--- src/rtl/fifo_with_priority_extract_defines.svh ---
`ifndef FIFO_WITH_PRIORITY_EXTRACT_DEFINES_SVH
`define FIFO_WITH_PRIORITY_EXTRACT_DEFINES_SVH

// same-cycle implication, sampled on clk, off during reset
`define PQE_ASSERT_NOW(lbl, ante, cons) \
	lbl: assert property (@(posedge clk) disable iff (!arst_n) (ante) |-> (cons)) \
		else $error("assertion failed");

// next-cycle implication, sampled on clk, off during reset
`define PQE_ASSERT_NEXT(lbl, ante, cons) \
	lbl: assert property (@(posedge clk) disable iff (!arst_n) (ante) |=> (cons)) \
		else $error("assertion failed");

`endif

--- src/rtl/pqe_pkg.sv ---
package pqe_pkg;

	localparam int DEPTH         = 16;
	localparam int PAYLOAD_BITS  = 16;
	localparam int PRIORITY_BITS = 8;
	localparam int IDX_W         = $clog2(DEPTH);
	localparam int CNT_W         = $clog2(DEPTH + 1);

	localparam logic [1:0] KIND_PUSH    = 2'd0;
	localparam logic [1:0] KIND_POP     = 2'd1;
	localparam logic [1:0] KIND_EXTRACT = 2'd2;

	localparam logic [1:0] STATUS_DONE  = 2'd0;
	localparam logic [1:0] STATUS_EMPTY = 2'd1;
	localparam logic [1:0] STATUS_FULL  = 2'd2;

	typedef enum logic [1:0] {
		ST_IDLE,
		ST_SCAN,
		ST_SHIFT
	} state_t;

	typedef struct packed {
		logic [1:0]               kind;
		logic [PAYLOAD_BITS-1:0]  payload;
		logic [PRIORITY_BITS-1:0] priority_req;
	} cmd_t;

	typedef struct packed {
		logic [1:0]               status;
		logic [PAYLOAD_BITS-1:0]  payload_out;
		logic [PRIORITY_BITS-1:0] priority_out;
		logic [CNT_W-1:0]         count;
	} result_t;

	typedef struct packed {
		logic [PAYLOAD_BITS-1:0]  pay;
		logic [PRIORITY_BITS-1:0] pri;
	} entry_t;

	// running best handed from cell to cell
	typedef struct packed {
		logic [PRIORITY_BITS-1:0] pri;
		logic [PAYLOAD_BITS-1:0]  pay;
		logic [IDX_W-1:0]         idx;
	} best_t;

	typedef struct packed {
		logic             wr_en;
		logic [IDX_W-1:0] wr_idx;
		logic             shift_en;
		logic [IDX_W-1:0] sel_idx;
		logic [CNT_W-1:0] count;
	} cell_ctrl_t;

endpackage

--- src/rtl/pqe_cell.sv ---
module pqe_cell #(
	parameter int IDX = 0
) (
	input  logic              clk,
	input  pqe_pkg::cell_ctrl_t ctrl,
	input  pqe_pkg::entry_t   wr_data,
	input  pqe_pkg::entry_t   next_data,
	input  pqe_pkg::best_t    chain_in,
	output pqe_pkg::best_t    chain_out,
	output pqe_pkg::entry_t   data_out
);
	import pqe_pkg::*;

	entry_t entry_q;
	best_t  best_q;
	logic   occupied;
	logic   take_own;

	assign occupied = CNT_W'(IDX) < ctrl.count;
	// strict compare keeps ties with the entry nearer the head
	assign take_own = occupied && ((IDX == 0) || (entry_q.pri > chain_in.pri));

	always_ff @(posedge clk) begin
		if (ctrl.wr_en && (ctrl.wr_idx == IDX_W'(IDX))) begin
			entry_q <= wr_data;
		end else if (ctrl.shift_en && (IDX_W'(IDX) >= ctrl.sel_idx)) begin
			entry_q <= next_data;
		end
	end

	always_ff @(posedge clk) begin
		if (take_own) begin
			best_q.pri <= entry_q.pri;
			best_q.pay <= entry_q.pay;
			best_q.idx <= IDX_W'(IDX);
		end else begin
			best_q <= chain_in;
		end
	end

	assign chain_out = best_q;
	assign data_out  = entry_q;

endmodule

--- src/rtl/fifo_with_priority_extract.sv ---
// Priority queue over a chain of DEPTH entry cells, head in cell 0.
// Push, full push, empty pop/extract and no-op report done from idle; pop goes
// through shift; extract through scan, set by the best-priority wavefront that
// walks the cell chain one cell per cycle, then shift. busy stays high until done.
// Reset (arst_n low) clears the count and control; cell contents stay undefined.
// done is a one-cycle strobe; the receiver cannot stall it.
`include "fifo_with_priority_extract_defines.svh"

module fifo_with_priority_extract (
	input  logic             clk,
	input  logic             arst_n,
	input  logic             start,
	output logic             busy,
	input  pqe_pkg::cmd_t    cmd,
	output logic             done,
	output pqe_pkg::result_t result
);
	import pqe_pkg::*;

	// control state
	state_t           state_q, state_n;
	logic [CNT_W-1:0] count_q, count_n;
	logic             op_pop_q, op_pop_n;
	logic [IDX_W-1:0] scan_cnt_q, scan_cnt_n;
	logic             done_q, done_n;
	result_t          res_q, res_n;

	// cell chain
	cell_ctrl_t ctrl;
	entry_t     wr_data;
	entry_t     data_arr [DEPTH+1];
	best_t      chain_arr [DEPTH+1];

	logic accept;
	assign accept = start && (state_q == ST_IDLE);
	assign busy   = (state_q != ST_IDLE);

	assign wr_data.pay = cmd.payload;
	assign wr_data.pri = cmd.priority_req;

	// cell 0 takes its own entry whenever it is occupied, so the chain head input is a don't-care
	assign chain_arr[0] = '0;
	// last cell shifts in a copy of itself; it lies beyond the count after a removal
	assign data_arr[DEPTH] = data_arr[DEPTH-1];

	for (genvar i = 0; i < DEPTH; i++) begin : g_cell
		pqe_cell #(
			.IDX(i)
		) u_cell (
			.clk      (clk),
			.ctrl     (ctrl),
			.wr_data  (wr_data),
			.next_data(data_arr[i+1]),
			.chain_in (chain_arr[i]),
			.chain_out(chain_arr[i+1]),
			.data_out (data_arr[i])
		);
	end

	// next state
	always_comb begin
		state_n = state_q;
		unique case (state_q)
			ST_IDLE: begin
				if (accept && (count_q != '0)) begin
					if (cmd.kind == KIND_POP) begin
						state_n = ST_SHIFT;
					end else if (cmd.kind == KIND_EXTRACT) begin
						state_n = ST_SCAN;
					end
				end
			end
			ST_SCAN: begin
				// stay in scan until the wavefront has reached the last cell
				if (scan_cnt_q == IDX_W'(DEPTH - 1)) begin
					state_n = ST_SHIFT;
				end
			end
			ST_SHIFT: state_n = ST_IDLE;
			default:  state_n = ST_IDLE;
		endcase
	end

	// outputs and datapath control
	always_comb begin
		count_n       = count_q;
		op_pop_n      = op_pop_q;
		scan_cnt_n    = scan_cnt_q;
		done_n        = 1'b0;
		res_n         = '0;
		res_n.count   = count_q;
		ctrl.wr_en    = 1'b0;
		ctrl.wr_idx   = count_q[IDX_W-1:0];
		ctrl.shift_en = 1'b0;
		ctrl.sel_idx  = '0;
		ctrl.count    = count_q;
		unique case (state_q)
			ST_IDLE: begin
				if (accept) begin
					unique case (cmd.kind)
						KIND_PUSH: begin
							done_n = 1'b1;
							if (count_q == CNT_W'(DEPTH)) begin
								res_n.status = STATUS_FULL;
							end else begin
								ctrl.wr_en  = 1'b1;
								count_n     = count_q + CNT_W'(1);
								res_n.count = count_q + CNT_W'(1);
							end
						end
						KIND_POP, KIND_EXTRACT: begin
							if (count_q == '0) begin
								done_n       = 1'b1;
								res_n.status = STATUS_EMPTY;
							end else begin
								op_pop_n   = (cmd.kind == KIND_POP);
								scan_cnt_n = '0;
							end
						end
						default: begin
							// unused code: no-op, report count
							done_n = 1'b1;
						end
					endcase
				end
			end
			ST_SCAN: begin
				scan_cnt_n = scan_cnt_q + IDX_W'(1);
			end
			ST_SHIFT: begin
				ctrl.shift_en = 1'b1;
				done_n        = 1'b1;
				count_n       = count_q - CNT_W'(1);
				res_n.count   = count_q - CNT_W'(1);
				if (op_pop_q) begin
					ctrl.sel_idx       = '0;
					res_n.payload_out  = data_arr[0].pay;
					res_n.priority_out = data_arr[0].pri;
				end else begin
					ctrl.sel_idx       = chain_arr[DEPTH].idx;
					res_n.payload_out  = chain_arr[DEPTH].pay;
					res_n.priority_out = chain_arr[DEPTH].pri;
				end
			end
			default: begin
			end
		endcase
	end

	always_ff @(posedge clk or negedge arst_n) begin
		if (!arst_n) begin
			state_q    <= ST_IDLE;
			count_q    <= '0;
			op_pop_q   <= 1'b0;
			scan_cnt_q <= '0;
			done_q     <= 1'b0;
		end else begin
			state_q    <= state_n;
			count_q    <= count_n;
			op_pop_q   <= op_pop_n;
			scan_cnt_q <= scan_cnt_n;
			done_q     <= done_n;
		end
	end

	// result payload register, qualified by done
	always_ff @(posedge clk) begin
		res_q <= res_n;
	end

	assign done   = done_q;
	assign result = res_q;

	// checks
	`PQE_ASSERT_NOW(a_count_bound, done, result.count <= CNT_W'(DEPTH))
	`PQE_ASSERT_NEXT(a_full_drop, accept && (cmd.kind == KIND_PUSH) && (count_q == CNT_W'(DEPTH)), done && (result.status == STATUS_FULL) && (count_q == CNT_W'(DEPTH)))
	`PQE_ASSERT_NOW(a_empty_zero, done && (result.status == STATUS_EMPTY), (result.count == '0) && (result.payload_out == '0) && (result.priority_out == '0))
	`PQE_ASSERT_NEXT(a_shift_done, state_q == ST_SHIFT, done && (state_q == ST_IDLE))

endmodule

--- config.mk ---
export PLATFORM = sky130hd
export DESIGN_NAME = fifo_with_priority_extract
export DESIGN_NICKNAME = d
export VERILOG_FILES = /design/src/rtl/pqe_pkg.sv /design/src/rtl/pqe_cell.sv /design/src/rtl/fifo_with_priority_extract.sv
export VERILOG_INCLUDE_DIRS = /design/src /design/src/rtl
export SDC_FILE = /design/constraint.sdc
export NUM_CORES = 1
export LEC_CHECK = 0
export BUFFER_PORTS_ARGS = -buffer_cell sky130_fd_sc_hd__buf_2
export CAP_MARGIN = 40
export CORE_MARGIN = 2
export CORE_UTILIZATION = 40
export DETAILED_ROUTE_END_ITERATION = 10
export PLACE_DENSITY = 0.64
export SLEW_MARGIN = 30
export SYNTH_ARGS = -nofsm -noshare
export SYNTH_HDL_FRONTEND = slang
export SYNTH_SLANG_ARGS = --single-unit
--- constraint.sdc ---
create_clock -name clk -period 3.81 [get_ports clk]
set_input_delay 0.381 -clock clk [delete_from_list [all_inputs] [get_ports clk]]
set_output_delay 0.381 -clock clk [all_outputs]
set_load 0.01 [all_outputs]
==> results of run 1 <==
## per-stage QoR
| stage | utilization | worst slack (ps) | instance area, um2 | hold slack [ps] |
|---|---|---|---|---|
| 6_report | 0.4518 | 882.6 | 39800 | 76.66 |
| 4_1_cts | 0.4513 | 910.1 | 39760 | 38.84 |
| 3_5_place_dp | 0.4179 | 906.1 | 36820 | 292.8 |
| 3_3_place_gp | 0.4177 | 952.7 | 36800 | 286.8 |
| 5_1_grt | 0.4518 | 674.7 | 39800 | 54.88 |
| 2_1_floorplan | - | 491.9 | 35400 | 85.41 |
## tightest hold or removal path, delay by kind of cell
family | cells | cell delay [ps]
buf+inv | 1 | 140
simple gates | 2 | 140
## worst paths after layout
path | endpoint | slack (ps) | start
setup / recovery | g_cell[3].u_cell.data_out[21] | 880 | count_q[1]
hold / removal | result[29] | 80 | start
setup reg to reg | g_cell[3].u_cell.data_out[21] | 880 | count_q[1]
hold reg to reg | g_cell[14].u_cell.chain_out[1] | 410 | g_cell[13].u_cell.chain_out[1]
max in group asynchronous | count_q[2] | 3370 | arst_n
min in group asynchronous | op_pop_q | 190 | arst_n
## what timing repair did
action / 4_1_cts / 5_1_grt
hold buffers: 1 / 0
endpoints found under the setup margin: 0 / 0
gates resized for setup: 0 / 0
endpoints found under the hold margin: 13 / 0
## layer usage
layer / up-vias / share of wire / wire length [um]
met2: 510 / 0.46 / 41020
li1: 8772 / - / -
met1: 9720 / 0.47 / 42390
met5: - / 0.00038 / 34
met4: 6 / 0.026 / 2376
met3: 146 / 0.046 / 4178
## flip-flops by register name, indices dropped and copies added, names as in the netlist
signal and cells:
op_pop_q 1, state_q 2, done 1, g_cell.u_cell.data_out 384, scan_cnt_q 4, count_q 5, result 31, g_cell.u_cell.chain_out 433
## cell usage in the layout, fill, tap and decap left out, drive strengths merged, types with 21 or more instances in the layout
cell type  count
mux2         721
dfxtp        464
edfxtp       384
inv          133
ha           130
clkbuf       122
buf          106
nor2          65
and2          43
o21ai         41
a21oi         32
nand4         31
nand2b        29
clkinv        25
mux2i         24
a211oi        23
nand2         23
nor2b         21
## power breakdown
| part | switching (mW) | internal, mW |
|---|---|---|
| Clock | 3.69 | 5.06 |
| Sequential | 1.27 | 11.9 |
| Combinational | 3.60 | 3.54 |
## logic make-up (layout without fill, tap and decap cells)
kind of cell | after synthesis | count (layout) | share of synthesized area
DFF | 861 | 861 | 0.5973
muxes | 745 | 745 | 0.2500
and+or+nand+nor | 243 | 243 | 0.04093
buffers and inverters | 241 | 401 | 0.03442
AOI/OAI and AO/OA | 146 | 146 | 0.03064
adders and majority gates | 130 | 130 | 0.04595
xor gates and xnor gates | 3 | 3 | 0.0007423
## area by class of cell
cell class	instances	area, um2
flip-flops and latches	861	21150
well taps	1165	1458
multi-input cells	1267	13090
repair buffers	107	693.2
fillers	7809	48300
clock inverters	44	457.9
inverters	128	480.5
clock buffers	122	2481
==> flow_summary.rst, run 1 <==
.. list-table::
   :header-rows: 1

   * - Metric
     - Value
   * - Worst-path maximum fanout
     - 25
   * - Number of buffers and inverters on the critical path
     - 2
   * - Number of DRC markers in iteration 0
     - 1,502
   * - Cell Count, Final, Fillers Out
     - 3,694
   * - Synth Net Count
     - 2,528
   * - Buffers from clock root to sink, at most
     - 3
   * - Via Count
     - 19,150
   * - Largest stage delay on the critical path
     - 560 ps
   * - Count of pins on the block boundary
     - 62
   * - Number of detailed-route iterations in the first pass
     - 5
   * - Number of distinct standard cells referenced by the synthesized netlist
     - 56
   * - CTS tree
     - done
   * - DIE AREA
     - 0.09090 mm2
   * - Clock network latency to the later pin of the worst-skew pair
     - 640 ps
   * - GRT met2 Usage
     - 0.3107
   * - Ys Warns
     - 0
   * - Worst vdd ir
     - 350.6 uV
   * - Slew Viols, Final
     - 0
   * - Setup Total Neg Slack
     - 0 ps
   * - Sort of element at the start of the critical path
     - flip-flop
   * - Post-synth EDFFs
     - 384
   * - First-pass GRT wire length
     - 132.8 mm
   * - Critical Path Stages
     - 6
   * - Clock tree root buffer cell
     - sky130_fd_sc_hd__clkbuf_16
   * - Slew at the pin closest to its max-slew limit
     - 812.3 ps
   * - Largest delay contributor family on the critical path
     - simple AND/OR/NAND/NOR gates
   * - Post-CTS setup buffer count
     - 0
   * - M3 GR Usage
     - 0.02882
   * - Arrival time reported for the critical path endpoint
     - 3220 ps
   * - Number of instances in the synthesized netlist
     - 2,369
   * - Max Clock Skew
     - 14.10 ps
   * - Result of the run
     - completed
   * - Total routing resource utilization after global routing
     - 0.1974
   * - Layout Nets
     - 2,612
   * - Final routed wire length divided by cell count
     - 24.36 um
   * - Cell Area, Synth
     - 0.03540 mm2
   * - Final Hold Violating Endpoints
     - 0
   * - Area share of the largest cell type after synthesis
     - 0.3257
   * - Setup violation total in the final timing report
     - 0
   * - Met1 Usage GRT
     - 0.2827
   * - Die boundary height
     - 301.5 um
   * - Average instance area after synthesis
     - 14.94 um2
   * - Avg Vias per Cell
     - 5.185
   * - Category of the critical setup timing path
     - flip-flop to flip-flop
   * - Global route total overflow
     - 0
   * - Standard-cell rows
     - 109
   * - Initial Utilization
     - 0.4018
   * - Initial antenna violation count
     - 8
   * - Area contributors post-synth
     - sky130_fd_sc_hd__edfxtp_1, sky130_fd_sc_hd__dfxtp_1, sky130_fd_sc_hd__mux2_2
   * - Min-delay worst type
     - input port to flip-flop
   * - Element type at the critical path end
     - flip-flop
   * - Share of layout cells above drive strength 1
     - 0.3511
   * - P_leak
     - 15.62 nW
   * - Period minus WS final
     - 2927 ps
   * - Core Box Area
     - 0.08810 mm2
   * - Total CTS buffers
     - 88
   * - Endpoint required time on the critical path
     - 4110 ps
   * - Register area share after synthesis
     - 0.5973
   * - Critical path, cell by cell
     - inv_1, ha_1, a211oi_4, nand3_4, nand2_1, buf_4
   * - Period Utilization, post-route
     - 0.7683
   * - Largest net degree at the start of global routing
     - 29
   * - Cells after DPL
     - 3,525
   * - CTS sink count
     - 861
   * - Via count of the first global-routing pass
     - 20,090
   * - Worst relative slew slack
     - 0.4528
   * - Layout area overhead
     - 12.43%
   * - Yosys top cell by area
     - sky130_fd_sc_hd__edfxtp_1
   * - Async set-reset flop share out of synthesis
     - 0.01510
   * - Max Cap Violations
     - 0
   * - Post-CTS clock slew at the launch and capture registers of the worst setup and hold paths
     - 60 ps
   * - Most common cell in the synthesized netlist
     - sky130_fd_sc_hd__dfxtp_1
   * - Top cells by instance count after synthesis
     - sky130_fd_sc_hd__dfxtp_1, sky130_fd_sc_hd__mux2_2, sky130_fd_sc_hd__edfxtp_1
   * - Remaining antenna violation count
     - 0
   * - Number of antenna cells inserted
     - 0
   * - Most used flip-flop cell after synthesis
     - sky130_fd_sc_hd__dfxtp_1
   * - Detail Placement HPWL
     - 60.72 mm
   * - Total power divided by cell area
     - 728.9 mW/mm2
   * - Post-synthesis register bit count
     - 861
   * - Hold Crit Depth
     - 3
   * - Max Clk Rate
     - 341.6 MHz
   * - Highest-delay cell along the critical path
     - sky130_fd_sc_hd__dfrtp_1
   * - Sum of internal, switching and leakage power
     - 29.01 mW
   * - Total number of H-tree levels
     - 3
   * - Unrepaired setup endpoints after global routing
     - false
   * - Quantity of I/O buffers inserted on ports
     - 61
   * - Final wirelength
     - 90.00 mm
   * - Number of remaining DRC errors
     - 0
   * - Die X
     - 301.5 um
   * - Number of cell instances on the worst register-to-register path
     - 6
   * - Gpl congestion
     - 0.8650
   * - Most Used Layer, Global Route
     - met2
Power figures use the tool's default switching activity.
==> inputs of run 2 (changes only) <==
clock period = 3 ns   (was 3.81 ns; I/O delays follow)
==> run 2 against run 1 <==
Routed wire length is 2.9% lower. Worst setup slack worse by 540 ps. Count of clock-buffer cells in the layout is 5 higher. Clock skew is 4.7 ps higher. First-iteration DRC count is 4.3% higher. Critical path type unchanged. Largest cell class unchanged. Largest power group unchanged.
==> flow_summary.rst, run 2 (synthesis gave the netlist of run 1 again) <==
.. list-table::
   :header-rows: 1

   * - Metric
     - Value
   * - Result of the run
     - completed
   * - Standard-cell rows
     - 109 (unchanged)
   * - Worst relative slew slack
     - 0.4616 (+0.008793)
   * - Slew Viols, Final
     - 0 (unchanged)
   * - Global route total overflow
     - 0 (unchanged)
   * - Most common library cell in the layout ignoring fill and taps
     - sky130_fd_sc_hd__dfxtp_1
   * - Placed cell area
     - 0.03710 mm2 (+0.77%)
   * - Final Cell Area
     - 0.04006 mm2 (+0.63%)
   * - Count of pins on the block boundary
     - 62 (unchanged)
   * - Via Count
     - 19,280 (+0.68%)
   * - Sort of element at the start of the critical path
     - flip-flop
   * - Arrival time reported for the critical path endpoint
     - 3170 ps (-50 ps)
   * - Clock tree root buffer cell
     - sky130_fd_sc_hd__clkbuf_16
   * - Gpl congestion
     - 0.8454 (-2.3%)
   * - Share of the core filled with cells
     - 0.4547 (+0.002869)
   * - Sum of internal, switching and leakage power
     - 36.92 mW (+27%)
   * - Quantity of I/O buffers inserted on ports
     - 61 (unchanged)
   * - Total CTS buffers
     - 87 (-1.1%)
   * - Total number of H-tree levels
     - 3 (unchanged)
   * - Period Utilization, post-route
     - 0.8861 (+0.1178)
   * - Initial Utilization
     - 0.4018 (unchanged)
   * - Worst-path maximum fanout
     - 26 (+4.0%)
   * - Remaining antenna violation count
     - 0 (unchanged)
   * - Number of cell instances on the worst register-to-register path
     - 6 (unchanged)
   * - Period minus WS final
     - 2658 ps (-269.0 ps)
   * - Core Box Area
     - 0.08810 mm2 (unchanged)
   * - Largest register FFs
     - 433 (unchanged)
   * - Layout Nets
     - 2,632 (+0.77%)
   * - CTS tree
     - done
   * - Max Cap Violations
     - 0 (unchanged)
   * - DIE AREA
     - 0.09090 mm2 (unchanged)
   * - Share of layout cells above drive strength 1
     - 0.3564 (+0.005258)
   * - Via count of the first global-routing pass
     - 20,630 (+2.7%)
   * - Detail Placement HPWL
     - 59.08 mm (-2.7%)
   * - Max Clk Rate
     - 376.2 MHz (+10%)
   * - Setup Total Neg Slack
     - 0 ps (unchanged)
   * - Die boundary height
     - 301.5 um (unchanged)
   * - Initial antenna violation count
     - 7 (-1)
   * - CTS sink count
     - 861 (unchanged)
   * - Final routed wire length divided by cell count
     - 23.54 um (-3.4%)
   * - P_leak
     - 15.76 nW (+0.87%)
   * - Total routing resource utilization after global routing
     - 0.1926 (-0.004803)
   * - Largest net degree at the start of global routing
     - 29 (unchanged)
   * - Min-delay worst type
     - input port to async pin
   * - Number of DRC markers in iteration 0
     - 1,566 (+4.3%)
   * - Die X
     - 301.5 um (unchanged)
   * - Avg Vias per Cell
     - 5.196 (+0.22%)
   * - Cell Count, Final, Fillers Out
     - 3,711 (+0.46%)
   * - Clock network latency to the later pin of the worst-skew pair
     - 640 ps (about the same)
   * - Final Hold Violating Endpoints
     - 0 (unchanged)
   * - Final wirelength
     - 87.36 mm (-2.9%)
   * - Worst vdd ir
     - 469.4 uV (+34%)
   * - Endpoint required time on the critical path
     - 3510 ps (-600 ps)
   * - Post-CTS Resized
     - 0 (unchanged)
   * - Number of detailed-route iterations in the first pass
     - 6 (+1)
   * - Cells after DPL
     - 3,546 (+0.60%)
   * - Commonest non-fill, non-tap cells in the layout
     - sky130_fd_sc_hd__dfxtp_1, sky130_fd_sc_hd__mux2_2, sky130_fd_sc_hd__edfxtp_1, sky130_fd_sc_hd__mux2_4, sky130_fd_sc_hd__ha_1
   * - Max Clock Skew
     - 18.85 ps (+4.742 ps)
   * - Element type at the critical path end
     - flip-flop
   * - Category of the critical setup timing path
     - flip-flop to flip-flop
   * - Unrepaired setup endpoints after global routing
     - false
   * - Post-CTS clock slew at the launch and capture registers of the worst setup and hold paths
     - 60 ps (about the same)
   * - First-pass GRT wire length
     - 131.0 mm (-1.4%)
   * - Slew at the pin closest to its max-slew limit
     - 804.6 ps (-7.654 ps)
   * - Total power divided by cell area
     - 921.7 mW/mm2 (+26%)
   * - Buffers from clock root to sink, at most
     - 3 (unchanged)
   * - Setup violation total in the final timing report
     - 0 (unchanged)
   * - Layout area overhead
     - 13.15%
   * - Number of remaining DRC errors
     - 0 (unchanged)
## run 2: critical path: stages, from the launching register on
cell,delay [ps]
sky130_fd_sc_hd__dfrtp_1,650
sky130_fd_sc_hd__buf_4,310
sky130_fd_sc_hd__nor3_4,470
sky130_fd_sc_hd__nor2_1,160
sky130_fd_sc_hd__o31ai_4,80
sky130_fd_sc_hd__buf_4,400
sky130_fd_sc_hd__mux2_2,420
## run 2: final timing paths
path / start / to / slack, ps
setup / recovery: count_q[4] / g_cell[3].u_cell.chain_out[4] / 340
hold / removal: arst_n / done / 100
setup reg to reg: count_q[4] / g_cell[3].u_cell.chain_out[4] / 340
hold reg to reg: g_cell[10].u_cell.chain_out[3] / g_cell[11].u_cell.chain_out[3] / 400
max in group asynchronous: arst_n / count_q[0] / 2640
min in group clk: cmd[25] / result[29] / 100
## run 2: repair_timing
| action | CTS | global route |
|---|---|---|
| endpoints found under the hold margin | 15 | 0 |
| buffers inserted | 0 | 0 |
| hold buffers | 2 | 0 |
| endpoints found under the setup margin | 0 | 0 |
## run 2: routing by layer
| metal | part of all wire | GRT usage | wire length [um] |
|---|---|---|---|
| met1 | 0.47 | 0.2692 | 41170 |
| met2 | 0.45 | 0.3013 | 39170 |
| met3 | 0.048 | 0.03415 | 4226 |
| met4 | 0.030 | 0.06353 | 2647 |
| met5 | 0.0016 | 0.01058 | 144 |
## run 2: cell type report
type | count | area (um2)
tap | 1165 | 1458
multi-input combinational | 1267 | 13090
clock inverter | 34 | 330.3
antenna | 1 | 2.502
clock buffer | 127 | 2592
fill | 7733 | 48050
timing repair buffer | 128 | 957.2
sequential | 861 | 21150
inverter | 128 | 480.5
## run 2: power by group
part           internal, mW  switching, mW  leakage [nW]  total [mW]
combinational          4.72           4.55          6.80        9.27
sequential             15.1           1.59          7.52        16.6
clock                  6.38           4.62          1.44        11.0
total                  26.2           10.8          15.8        36.9
## run 2: through the flow
step           worst slack (ps)  hold slack (ps)
2_1_floorplan            -120.9            4.409
3_3_place_gp              248.6            209.4
3_5_place_dp              310.6            212.1
4_1_cts                   302.8            67.45
5_1_grt                   273.0            106.1
6_report                  341.7            100.3
